### src/sv/ifmt_pkg.sv
// Package for the integer-to-ASCII formatter.
// Holds the transfer payload types, format codes, character constants and the sequencer states.
// Depends on nothing.
package ifmt_pkg;

  localparam logic [1:0] FUNC_DEC  = 2'd0;
  localparam logic [1:0] FUNC_HEX  = 2'd1;
  localparam logic [1:0] FUNC_BIN  = 2'd2;
  localparam logic [1:0] FUNC_CHAR = 2'd3;

  localparam int unsigned BCD_DIGITS = 10;
  localparam int unsigned HEX_DIGITS = 8;
  localparam int unsigned VAL_W      = 32;
  localparam int unsigned SH_W       = 4 * BCD_DIGITS;

  localparam logic [7:0] CH_ZERO  = 8'h30;
  localparam logic [7:0] CH_ONE   = 8'h31;
  localparam logic [7:0] CH_X     = 8'h78;
  localparam logic [7:0] CH_B     = 8'h62;
  localparam logic [7:0] CH_SPACE = 8'h20;
  localparam logic [7:0] CH_ALPHA = 8'h37;

  typedef struct packed {
    logic [1:0]  func;
    logic [31:0] value;
  } in_t;

  typedef struct packed {
    logic [7:0] text_char;
    logic       last;
  } out_t;

  typedef enum logic [3:0] {
    ST_IDLE,
    ST_CONV,
    ST_PRE0,
    ST_PREX,
    ST_SKIP,
    ST_DIGIT,
    ST_SPACE,
    ST_BIT,
    ST_CHAR
  } state_t;

  function automatic logic [7:0] digit_char(input logic [3:0] nib);
    if (nib < 4'd10) begin
      return CH_ZERO + {4'd0, nib};
    end
    return CH_ALPHA + {4'd0, nib};
  endfunction

  function automatic logic [39:0] bcd_adjust(input logic [39:0] bcd);
    logic [39:0] res;
    res = bcd;
    for (int i = 0; i < 10; i++) begin
      if (bcd[4*i +: 4] >= 4'd5) begin
        res[4*i +: 4] = bcd[4*i +: 4] + 4'd3;
      end
    end
    return res;
  endfunction

endpackage

### src/sv/integer_to_ascii_formatter_core.sv
// Top level of the integer-to-ASCII formatter: a small sequencer around two shift registers.
// Uses ifmt_pkg for payload types, codes and helper functions.
//
// A value is taken when start is high and busy is low; busy then stays high until the
// final character has been sent. Characters come out one per cycle on out_data, except
// during conversion and while leading zeros are skipped, each marked by out_strobe for a
// single cycle, and the receiver cannot hold them off. The last character of a value
// carries out_data.last. Decimal first runs shift-add conversion of all 32 value bits in
// the shared 40-bit shift register, then skips leading zero digits and sends the rest.
// Hex and binary send a prefix (0x or 0b), skip leading zero nibbles up to the first
// nonzero or last nibble, then send the rest: hex one digit per nibble, binary a space
// and four bits per nibble, or a single 0 for a zero value. Char mode sends the value's
// low byte as one character. The final character appears with busy already low, when
// the next value may already be taken.
module integer_to_ascii_formatter_core (
  input  logic          clk,
  input  logic          rst_n,
  input  logic          start,
  output logic          busy,
  input  ifmt_pkg::in_t  in_data,
  output logic          out_strobe,
  output ifmt_pkg::out_t out_data
);
  import ifmt_pkg::*;

  state_t      state_r, state_nxt;
  logic [1:0]  func_r, func_nxt;
  logic [39:0] sh_r, sh_nxt;
  logic [31:0] bin_r, bin_nxt;
  logic [4:0]  cnt_r, cnt_nxt;
  logic [3:0]  ndig_r, ndig_nxt;
  logic [1:0]  bit_r, bit_nxt;
  logic        out_strobe_r, out_strobe_nxt;
  out_t        out_data_r, out_data_nxt;
  logic [3:0]  top_nib;
  logic [39:0] sh_adj;

  assign top_nib    = sh_r[39:36];
  assign sh_adj     = bcd_adjust(sh_r);
  assign busy       = (state_r != ST_IDLE);
  assign out_strobe = out_strobe_r;
  assign out_data   = out_data_r;

  always_ff @(posedge clk) begin
    if (!rst_n) begin
      state_r      <= ST_IDLE;
      out_strobe_r <= 1'b0;
    end else begin
      state_r      <= state_nxt;
      out_strobe_r <= out_strobe_nxt;
    end
  end

  always_ff @(posedge clk) begin
    func_r     <= func_nxt;
    sh_r       <= sh_nxt;
    bin_r      <= bin_nxt;
    cnt_r      <= cnt_nxt;
    ndig_r     <= ndig_nxt;
    bit_r      <= bit_nxt;
    out_data_r <= out_data_nxt;
  end

  always_comb begin
    state_nxt      = state_r;
    func_nxt       = func_r;
    sh_nxt         = sh_r;
    bin_nxt        = bin_r;
    cnt_nxt        = cnt_r;
    ndig_nxt       = ndig_r;
    bit_nxt        = bit_r;
    out_strobe_nxt = 1'b0;
    out_data_nxt   = out_data_r;
    unique case (state_r)
      ST_IDLE: begin
        if (start) begin
          func_nxt = in_data.func;
          bin_nxt  = in_data.value;
          cnt_nxt  = '0;
          unique case (in_data.func) inside
            FUNC_DEC: begin
              sh_nxt    = '0;
              ndig_nxt  = 4'(BCD_DIGITS);
              state_nxt = ST_CONV;
            end
            FUNC_HEX, FUNC_BIN: begin
              sh_nxt    = {in_data.value, 8'd0};
              ndig_nxt  = 4'(HEX_DIGITS);
              state_nxt = ST_PRE0;
            end
            default: begin
              state_nxt = ST_CHAR;
            end
          endcase
        end
      end
      ST_CONV: begin
        sh_nxt  = {sh_adj[38:0], bin_r[31]};
        bin_nxt = {bin_r[30:0], 1'b0};
        cnt_nxt = cnt_r + 5'd1;
        if (cnt_r == 5'(VAL_W - 1)) begin
          state_nxt = ST_SKIP;
        end
      end
      ST_PRE0: begin
        out_strobe_nxt = 1'b1;
        out_data_nxt   = '{text_char: CH_ZERO, last: 1'b0};
        state_nxt      = ST_PREX;
      end
      ST_PREX: begin
        out_strobe_nxt = 1'b1;
        out_data_nxt   = '{text_char: (func_r == FUNC_HEX) ? CH_X : CH_B, last: 1'b0};
        state_nxt      = ST_SKIP;
      end
      ST_SKIP: begin
        if (top_nib == 4'd0 && ndig_r > 4'd1) begin
          sh_nxt   = {sh_r[35:0], 4'd0};
          ndig_nxt = ndig_r - 4'd1;
        end else if (func_r == FUNC_BIN) begin
          state_nxt = ST_SPACE;
        end else begin
          state_nxt = ST_DIGIT;
        end
      end
      ST_DIGIT: begin
        out_strobe_nxt = 1'b1;
        out_data_nxt   = '{text_char: digit_char(top_nib), last: (ndig_r == 4'd1)};
        sh_nxt         = {sh_r[35:0], 4'd0};
        ndig_nxt       = ndig_r - 4'd1;
        if (ndig_r == 4'd1) begin
          state_nxt = ST_IDLE;
        end
      end
      ST_SPACE: begin
        out_strobe_nxt = 1'b1;
        if (bin_r == '0) begin
          out_data_nxt = '{text_char: CH_ZERO, last: 1'b1};
          state_nxt    = ST_IDLE;
        end else begin
          out_data_nxt = '{text_char: CH_SPACE, last: 1'b0};
          bit_nxt      = '0;
          state_nxt    = ST_BIT;
        end
      end
      ST_BIT: begin
        out_strobe_nxt = 1'b1;
        out_data_nxt   = '{text_char: sh_r[39] ? CH_ONE : CH_ZERO,
                           last: (bit_r == 2'd3 && ndig_r == 4'd1)};
        sh_nxt         = {sh_r[38:0], 1'b0};
        bit_nxt        = bit_r + 2'd1;
        if (bit_r == 2'd3) begin
          ndig_nxt = ndig_r - 4'd1;
          if (ndig_r == 4'd1) begin
            state_nxt = ST_IDLE;
          end else begin
            state_nxt = ST_SPACE;
          end
        end
      end
      ST_CHAR: begin
        out_strobe_nxt = 1'b1;
        out_data_nxt   = '{text_char: bin_r[7:0], last: 1'b1};
        state_nxt      = ST_IDLE;
      end
      default: begin
        state_nxt = ST_IDLE;
      end
    endcase
  end

endmodule

### config.mk
export PLATFORM = sky130hd
export DESIGN_NAME = integer_to_ascii_formatter_core
export DESIGN_NICKNAME = d
export VERILOG_FILES = /design/src/sv/ifmt_pkg.sv /design/src/sv/integer_to_ascii_formatter_core.sv
export SDC_FILE = /design/constraint.sdc
export NUM_CORES = 1
export LEC_CHECK = 0
export ABC_AREA = 1
export BUFFER_PORTS_ARGS = -buffer_cell sky130_fd_sc_hd__buf_2
export CAP_MARGIN = 20
export CORE_UTILIZATION = 65
export CTS_CLUSTER_DIAMETER = 200
export DETAILED_ROUTE_END_ITERATION = 10
export PLACE_DENSITY = 0.92
export SLEW_MARGIN = 10
export SYNTH_ARGS = -nofsm -noshare
export SYNTH_HDL_FRONTEND = slang
export SYNTH_SLANG_ARGS = --single-unit
### constraint.sdc
create_clock -name clk -period 10.9 [get_ports clk]
set_input_delay 1.635 -clock clk [delete_from_list [all_inputs] [get_ports clk]]
set_output_delay 1.635 -clock clk [all_outputs]
set_load 0.005 [all_outputs]
==> metrics.txt, run 1 <==
Syn Std Cell Area=5920 sq um; Final min period=3.14 ns; DRC Markers=0; Req. time, crit path=11.02 ns; Worst Path Arrival=3.26 ns; leading cell type in the layout, fill and taps excluded=nand2_1; fin cells=858; clk slew on worst S/H paths=0.10 ns; vias per inst=6.07; Critical Path Source Type=primary input; CTS Sinks=99; first-pass GRT wire length=23.1 mm; PwrDens=297 nW/um^2; hold_sp=state_r[2]$_SDFFE_PN0P_; synthesized instance count=704; hold endpoint=state_r[2]$_SDFFE_PN0P_; IO Pins=48; Initial Util=67.5%; GRT Resource Usage Total=31.1%; Crit path buffers/inverters=3; asr flop ratio synth=0%; worst skew pair latency=0.38 ns; detailed-route via count=5205; grt ovf=0; P_sw=0.000858 W; DP HPWL=9.70 mm; Fmax=318 MHz; Post-CTS Setup Bufs=0; post-layout total power=0.00192 W; initial antenna violation count=0; Layout Skew=0.0112 ns; nets=809; slowest stage delay, CP=0.45 ns; top_reg_cell synth=edfxtp_1; first drt pass iteration count=5; internal power=0.00106 W; chip width=97.4 um; CP max FO=28; TNS Setup=0 ns; flops & latches, synth=99; CP cell instances=buf_2 > inv_1 > ha_1 > nand2_2 > inv_1 > a31oi_1 > o21ai_0; Post-CTS Resized=0; number of buffers created by CTS=9; clock power share=12.6%; Setup Viol. Count Final=0; CTS tree=done; H-tree depth=3; core area=8760 sq um; period utilization=28.8%; number of hold buffers added after CTS=0; die height=97.4 um; CP most frequent cell=inv_1; antenna cells=0; Sw Ratio=44.7%; worst r2r path cells=8; library cells used by synthesis=35; wire per inst=16.5 um; hold depth=2; worst reg2reg setup slack=7.82 ns; RePlAce Congestion=0.938; Post-synth EDFFs=94; CP Class=primary input to register; layout cells sized above 1=11.6%; sequential cell area fraction in the yosys report=49.4%; synthesis-to-layout area growth=9.30%; IO buf count=47; Comb power frac=44.4%; die area=9490 sq um; root buffer cell=clkbuf_8; RSZ-0062 raised after global routing=false; Mapped Nets=768; pin count of the biggest net entering global routing=74; slew margin rel.=37.4%; worst-case clock buffer depth=2; Critical Path Sink Type=register; Reg power frac=43.1%; Worst R2R Start=state_r[0]$_SDFFE_PN0P_; Core Rows=34; status=finished clean; worst hold-check path type=register to register; Slew Limit Fails=0; drt total wl=14.2 mm; remaining antenna violation count=0; syn_area_per_cell=8.41 sq um; initial DRC count=548; Leak Pwr=2.76 nW; slowest stage cell, crit path=nand2_2; placed insts=840; Worst Tran Pin Value=0.938 ns; maximum vdd drop=132 uV; yosys warns=0; Final Hold Fails=0; leading cell types in the layout, fill and taps excluded=170 x nand2_1, 94 x edfxtp_1, 90 x inv_1; terminus of the critical flop-to-flop path=sh_r[25]$_DFFE_PP_; vias in the first global route=4998; MaxCap Viol Count=0; family with the most delay on the worst path=buffers and inverters
[per-stage QoR]
step	hold WS, ns	cell area (sq um)	setup slack [ns]	utilization [%]
3_5_place_dp	0.514	6230	7.27	71.1
4_1_cts	0.529	6420	7.43	73.3
6_report	0.531	6470	7.76	73.8
5_1_grt	0.578	6470	7.62	73.8
3_3_place_gp	0.505	6230	7.36	71.1
2_1_floorplan	0.493	5920	6.09	-
[state kept, by name, indices dropped and copies added (netlist names)]
name / flops
state_r: 4
sh_r: 40
ndig_r: 4
bin_r: 32
func_r: 2
out_data: 9
bit_r: 2
out_strobe: 1
cnt_r: 5
[synth_stat cells, types with 9 or more instances]
cell,instances,share of area (%)
a21oi_1,34,2.9
buf_2,10,0.85
clkbuf_1,9,0.57
edfxtp_1,94,48
ha_1,27,5.7
inv_1,90,5.7
nand2_1,170,11
nand3_1,15,1.3
nor2_1,86,5.5
o2111ai_1,17,2.5
o21ai_0,60,5.1
o22ai_1,19,2.0
[metal layers]
| metal | GRT usage (%) | share of wire (%) | vias to the layer above |
|---|---|---|---|
| li1 | - | - | 2479 |
| met1 | 38.7 | 38 | 2323 |
| met2 | 51.7 | 49 | 339 |
| met3 | 4.96 | 8.9 | 64 |
| met4 | 17.4 | 4.3 | 0 |
| met5 | 0 | 0 | - |
[power groups by stage]
stage / Clock (W) / Combinational [W] / Sequential (W)
after floorplan: 0 / 0.000596 / 0.000803
after global placement: 0 / 0.000745 / 0.000822
after detailed placement: 0 / 0.000792 / 0.000834
after CTS: 0.000240 / 0.000802 / 0.000828
after global routing: 0.000253 / 0.000956 / 0.000848
final: 0.000241 / 0.000852 / 0.000827
[how the worst max path moves through the flow]
stage	startpoint	endpoint	slack (ns)	cells after the start
global placement	in_data[32]	sh_r[19]$_DFFE_PP_	7.36	5
floorplan	start	bin_r[0]$_SDFFCE_PP0P_	6.09	2
global route	state_r[0]$_SDFFE_PN0P_	sh_r[35]$_DFFE_PP_	7.62	8
detailed placement	in_data[32]	sh_r[6]$_DFFE_PP_	7.27	5
finish	in_data[32]	sh_r[33]$_DFFE_PP_	7.76	7
CTS	state_r[0]$_SDFFE_PN0P_	sh_r[23]$_DFFE_PP_	7.43	7
[worst min-delay path: stages, from the launching register on]
cell     delay (ns)
dfxtp_1        0.36
nand2_1        0.08
a21oi_1        0.06
[logic make-up (layout without fill, tap and decap cells)]
kind of cell | after synthesis | in the layout | share of synthesized area (%)
AO/OA/AOI/OAI | 163 | 163 | 16.6
XOR/XNOR | 7 | 7 | 1.04
adder cells (fa/ha/maj) | 27 | 27 | 5.71
buffers and inverters | 118 | 164 | 7.76
flip-flops | 99 | 99 | 49.4
AND/OR/NAND/NOR | 290 | 290 | 19.5
[layout make-up]
class / count / area [sq um]
inverters: 97 / 364
repair buffers: 51 / 298
flip-flops and latches: 99 / 2920
clock inverters: 6 / 66.3
well taps: 108 / 135
clock buffers: 10 / 128
multi-input cells: 487 / 2550
fillers: 599 / 2290
Power figures use the tool's default switching activity.
==> run 2: changes to the inputs <==
- ABC_AREA: 1 -> 0
- CORE_UTILIZATION: 65 -> 61
- PLACE_DENSITY: 0.92 -> 0.87
- clock period: 10.9 -> 2.9 ns (I/O delays scaled with it)
==> metrics.txt, run 2 <==
status=finished clean; Finished Core Util=69.2% (-4.6 points); H-tree depth=3 (unchanged); asr flop ratio synth=0% (unchanged); worst skew pair latency=0.36 ns (-0.02 ns); terminus of the critical flop-to-flop path=ndig_r[1]$_DFFE_PP_; CP startpoint=sh_r[36]$_DFFE_PP_; CTS Sinks=99 (unchanged); initial DRC count=472 (-14%); wire per inst=18.4 um (+12%); die height=100 um (+3.1%); CTS tree=done; first drt pass iteration count=5 (unchanged); GRT Resource Usage Total=29.4% (-1.6 points); synthesis-to-layout area growth=9.11%; pin count of the biggest net entering global routing=68 (-8.1%); syn_area_per_cell=10.0 sq um (+19%); Final min period=2.54 ns; worst reg2reg setup slack=0.36 ns (-7.46 ns); leading cell types in the layout, fill and taps excluded=149 x nand2_1, 94 x edfxtp_1, 48 x buf_2; drt total wl=14.1 mm (-0.12%); DP HPWL=9.56 mm (-1.4%); worst hold-check path type=primary input to register; flops & latches, synth=99 (unchanged); initial antenna violation count=0 (unchanged); clk slew on worst S/H paths=0.10 ns (about the same); Mapped Nets=655 (-15%); vias in the first global route=4804 (-3.9%); yosys warns=0 (unchanged); Worst Path Arrival=2.55 ns (-0.71 ns); sequential cell area fraction in the yosys report=49.4% (about the same); Top reg by flops=sh_r; Core Rows=35 (+2.9%); Critical Path Sink Type=register; post-layout total power=0.00733 W (+280%); slew margin rel.=44.8% (+7.4 points); top cell type's share of synthesized area=47.7% (about the same); top_reg_cell synth=edfxtp_1; nets=698 (-14%); dpl ws=0.418 ns (-6.85 ns); RePlAce Congestion=0.958 (+2.2%); number of buffers created by CTS=9 (unchanged); Post-CTS Resized=0 (unchanged); maximum vdd drop=745 uV (+470%); Worst Tran Pin Value=0.828 ns (-0.110 ns); most instantiated cells after synthesis=149 x nand2_1, 94 x edfxtp_1, 28 x inv_1; worst r2r path cells=6 (-2); remaining antenna violation count=0 (unchanged); Syn Std Cell Area=5920 sq um (about the same); MaxCap Viol Count=0 (unchanged); DRC Markers=0 (unchanged); area occupied by multi-input gates=2730 sq um (+6.7%); Setup Viol. Count Final=0 (unchanged); Slew Limit Fails=0 (unchanged); number of hold buffers added after CTS=0 (unchanged); cell with the most instances after synthesis=nand2_1; Leak Pwr=2.58 nW (-6.4%); TNS Setup=0 ns (unchanged); RSZ-0062 raised after global routing=false; top area cells in the synthesized netlist=edfxtp_1 48%, nand2_1 9.5%, ha_1 5.7%; die area=10100 sq um (+6.4%); grt ovf=0 (unchanged); first-pass GRT wire length=23.2 mm (about the same); antenna cells=0 (unchanged); Req. time, crit path=2.90 ns (-8.12 ns); Critical Path Source Type=register; register area=2920 sq um (unchanged); synthesized instance count=591 (-16%); period utilization=87.7%; Largest register FFs=40 (unchanged); Final Hold Fails=0 (unchanged); Post-CTS Setup Bufs=0 (unchanged); IO buf count=47 (unchanged); Post-synth EDFFs=94 (unchanged); vias per inst=6.43 (+6.0%); layout cells sized above 1=14.2% (+2.6 points); fillers=699 (+17%); worst-case clock buffer depth=2 (unchanged); core area=9330 sq um (+6.4%); IO Pins=48 (unchanged); crit path to=ndig_r[1]$_DFFE_PP_; Layout Skew=0.0157 ns (+0.00448 ns); CP max FO=7 (-75%); detailed-route via count=4938 (-5.1%); chip width=100 um (+3.1%); leading cell type in the layout, fill and taps excluded=nand2_1; Fmax=393 MHz; root buffer cell=clkbuf_8; cell type with the largest total area after synthesis=edfxtp_1; Final WS setup=0.356 ns (-7.40 ns); library cells used by synthesis=59 (+69%); CP Class=register to register; Worst R2R Start=sh_r[36]$_DFFE_PP_; Initial Util=63.4% (-4.1 points); PwrDens=1130 nW/um^2 (+280%)
run 2: changes by cell type after synthesis, moves of 15 or more:
cell       previous run  this run
inv_1                90        28
nor2_1               86        26
o21ai_0              60        23
nand2_1             170       149
a21oi_1              34        16
o211ai_1              4        22
nand2b_1              0        17
o2111ai_1            17         0
a22oi_1               1        17
a32oi_1               0        16
o22ai_1              19         4
run 2: kinds of logic (layout without fill, tap and decap cells):
| kind of cell | after synthesis | in the layout | synth area share [%] |
|---|---|---|---|
| adders and majority gates | 27 | 27 | 5.71 |
| AOI/OAI and AO/OA | 145 | 145 | 17.7 |
| DFF | 99 | 99 | 49.4 |
| xor gates and xnor gates | 11 | 11 | 1.63 |
| and+or+nand+nor | 249 | 249 | 20.2 |
| muxes | 3 | 3 | 0.550 |
| buffers and inverters | 57 | 105 | 4.80 |
run 2: worst max-delay path, cell delays in order (launching register included):
cell      delay (ns)
edfxtp_1        0.46
inv_1           0.15
ha_1            0.30
nor3b_1         0.27
o31ai_1         0.14
a32o_1          0.32
a211oi_1        0.54
run 2: final cells by class:
class | count | area share (%)
well taps | 129 | 2.50
inverters | 28 | 1.63
multi-input cells | 435 | 42.2
clock inverters | 6 | 0.988
flip-flops and latches | 99 | 45.3
clock buffers | 10 | 1.98
repair buffers | 61 | 5.43
run 2: worst min-delay path by stage:
stage	from	end	depth (start not counted)	slack, ns
6_report	in_data[32]	func_r[0]$_DFFE_PP_	1	0.28
5_1_grt	in_data[32]	func_r[0]$_DFFE_PP_	1	0.27
4_1_cts	in_data[32]	func_r[0]$_DFFE_PP_	1	0.27
3_5_place_dp	bin_r[9]$_DFFE_PP_	bin_r[10]$_DFFE_PP_	2	0.53
3_3_place_gp	bin_r[18]$_DFFE_PP_	bin_r[19]$_DFFE_PP_	2	0.52
2_1_floorplan	bin_r[11]$_DFFE_PP_	bin_r[12]$_DFFE_PP_	2	0.51
run 2: per-layer routing:
layer | routed length (um) | GRT usage [%] | vias to the layer above
met5 | 0 | 0 | -
met4 | 421 | 13.9 | 0
met3 | 1010 | 3.95 | 44
met2 | 6770 | 48.7 | 266
met1 | 5940 | 38.5 | 2360
li1 | - | - | 2268
run 2: metrics by stage:
stage               std cells  area (sq um)  hold WS [ns]
global route              768          6460         0.272
detailed placement        752          6260         0.533
finish                    768          6460         0.275
CTS                       768          6460         0.268
floorplan                 591          5930         0.510
global placement          751          6260         0.521
run 2: power by group:
part	total (W)	internal [W]	switching (W)
sequential	0.00330	0.00265	0.000649
combinational	0.00313	0.00115	0.00198
clock	0.000898	0.000402	0.000495
total	0.00733	0.00420	0.00312
==> run 3: changes to the inputs <==
- CORE_UTILIZATION: 61 -> 40
- MAX_ROUTING_LAYER: default -> met4
- PLACE_DENSITY: 0.87 -> 0.63
==> metrics.txt, run 3 (synthesized netlist as in run 2, its figures left out) <==
status=finished clean; vias in the first global route=4543 (-5.4%); slew margin rel.=55.2% (+10 points); die area=15300 sq um (+51%); first-pass GRT wire length=22.9 mm (-1.2%); chip width=124 um (+23%); remaining antenna violation count=0 (unchanged); drt total wl=14.2 mm (+0.11%); Fmax=399 MHz (+1.5%); DP HPWL=10.0 mm (+4.8%); Critical Path Sink Type=register; worst hold-check path type=primary input to register; H-tree depth=3 (unchanged); Final WS setup=0.395 ns (+0.0388 ns); initial antenna violation count=0 (unchanged); wire per inst=17.1 um (-6.9%); Initial Util=40.9% (-23 points); leading cell type in the layout, fill and taps excluded=nand2_1; number of hold buffers added after CTS=0 (unchanged); core area=14500 sq um (+55%); Final Hold Fails=0 (unchanged); grt ovf=0 (unchanged); layout cells sized above 1=14.8% (+0.56 points); first drt pass iteration count=5 (unchanged); leading cell types in the layout, fill and taps excluded=149 x nand2_1, 94 x edfxtp_1, 48 x buf_2; slowest stage delay, CP=0.55 ns (about the same); antenna cells=0 (unchanged); GR peak layer=met2; Top reg by flops=sh_r; Leak Pwr=2.65 nW (+2.5%); IO buf count=47 (unchanged); family with the most delay on the worst path=compound AO/OA/AOI/OAI gates; Largest register FFs=40 (unchanged); RSZ-0062 raised after global routing=false; synthesis-to-layout area growth=12.8%; clk slew on worst S/H paths=0.07 ns (-0.03 ns); Setup Viol. Count Final=0 (unchanged); worst skew pair latency=0.34 ns (-0.02 ns); Final min period=2.51 ns (-0.0388 ns); Core Rows=44 (+26%); Critical Path Source Type=register; Layout Skew=0.00537 ns (-0.0103 ns); Post-CTS Setup Bufs=0 (unchanged); initial DRC count=458 (-3.0%); nets=702 (+0.57%); root buffer cell=clkbuf_16; Slew Limit Fails=0 (unchanged); pin count of the biggest net entering global routing=57 (-16%); period utilization=86.4% (-1.3 points); met3 Usage GRT=2.70% (-1.3 points); DRC Markers=0 (unchanged); hold_sp=in_data[32]; CP startpoint=sh_r[37]$_DFFE_PP_; worst-case clock buffer depth=2 (unchanged); number of buffers created by CTS=9 (unchanged); maximum vdd drop=431 uV (-42%); CTS tree=done; die height=124 um (+23%); CP Class=register to register; RePlAce Congestion=0.910 (-4.9%); GRT met1 Usage=26.5% (-12 points); Req. time, crit path=2.88 ns (-0.02 ns); fillers=1398 (+100%); CP cell instances=inv_1 > ha_1 > nor3b_1 > o31ai_1 > a32o_1 > a211oi_1; PwrDens=1140 nW/um^2 (+0.79%); slowest stage cell, crit path=a211oi_1; Worst R2R Start=sh_r[37]$_DFFE_PP_; CP max FO=7 (unchanged); detailed-route via count=4695 (-4.9%); Worst Path Arrival=2.48 ns (-0.07 ns); MaxCap Viol Count=0 (unchanged); vias per inst=5.68 (-12%); TNS Setup=0 ns (unchanged); CTS Sinks=99 (unchanged); dpl ws=0.418 ns (-0.000244 ns); met2 usage=31.9% (-17 points); Post-CTS Resized=0 (unchanged); Crit path buffers/inverters=1 (unchanged); GRT Resource Usage Total=20.3% (-9.1 points); Worst Tran Pin Value=0.673 ns (-0.156 ns); IO Pins=48 (unchanged)
[run 3: worst register-to-register path, stage by stage, from the launching register on]
cell and delay, ns:
edfxtp_1 0.47, inv_1 0.12, ha_1 0.28, nor3b_1 0.25
o31ai_1 0.14, a32o_1 0.32, a211oi_1 0.55
[run 3: final cells by class]
cell class | instances | area (sq um) | area share [%]
timing repair buffer | 65 | 380 | 5.70
clock buffer | 10 | 229 | 3.43
tap | 184 | 230 | 3.45
clock inverter | 5 | 78.8 | 1.18
multi-input combinational | 435 | 2730 | 40.8
sequential | 99 | 2920 | 43.8
inverter | 28 | 105 | 1.58
[run 3: worst paths after layout]
check / to / slack (ns) / cells past startpoint
max: ndig_r[3]$_SDFFCE_PP1P_ / 0.39 / 6
min: func_r[0]$_DFFE_PP_ / 0.30 / 1
max reg2reg: ndig_r[3]$_SDFFCE_PP1P_ / 0.39 / 6
min reg2reg: bin_r[29]$_DFFE_PP_ / 0.55 / 2
[run 3: per-layer routing]
metal / part of all wire [%] / wire (um)
met2: 48 / 6800
met4: 2.0 / 283
met5: 0 / 0
met1: 45 / 6400
met3: 4.8 / 676
[run 3: per-stage QoR]
stage          total power (W)  cells  area [sq um]  util, %  hold slack [ns]
6_report               0.00763    826          6670     46.1            0.303
5_1_grt                0.00821    826          6670     46.1            0.290
3_3_place_gp           0.00627    810          6360     43.9            0.525
3_5_place_dp           0.00639    811          6360     44.0            0.538
2_1_floorplan          0.00543    591          5930        -            0.510
4_1_cts                0.00767    826          6670     46.1            0.292
[run 3: power by group]
part / internal, W / switching [W] / total (W)
clock: 0.000748 / 0.000507 / 0.00126
sequential: 0.00265 / 0.000639 / 0.00329
combinational: 0.00116 / 0.00193 / 0.00308
total: 0.00456 / 0.00307 / 0.00763
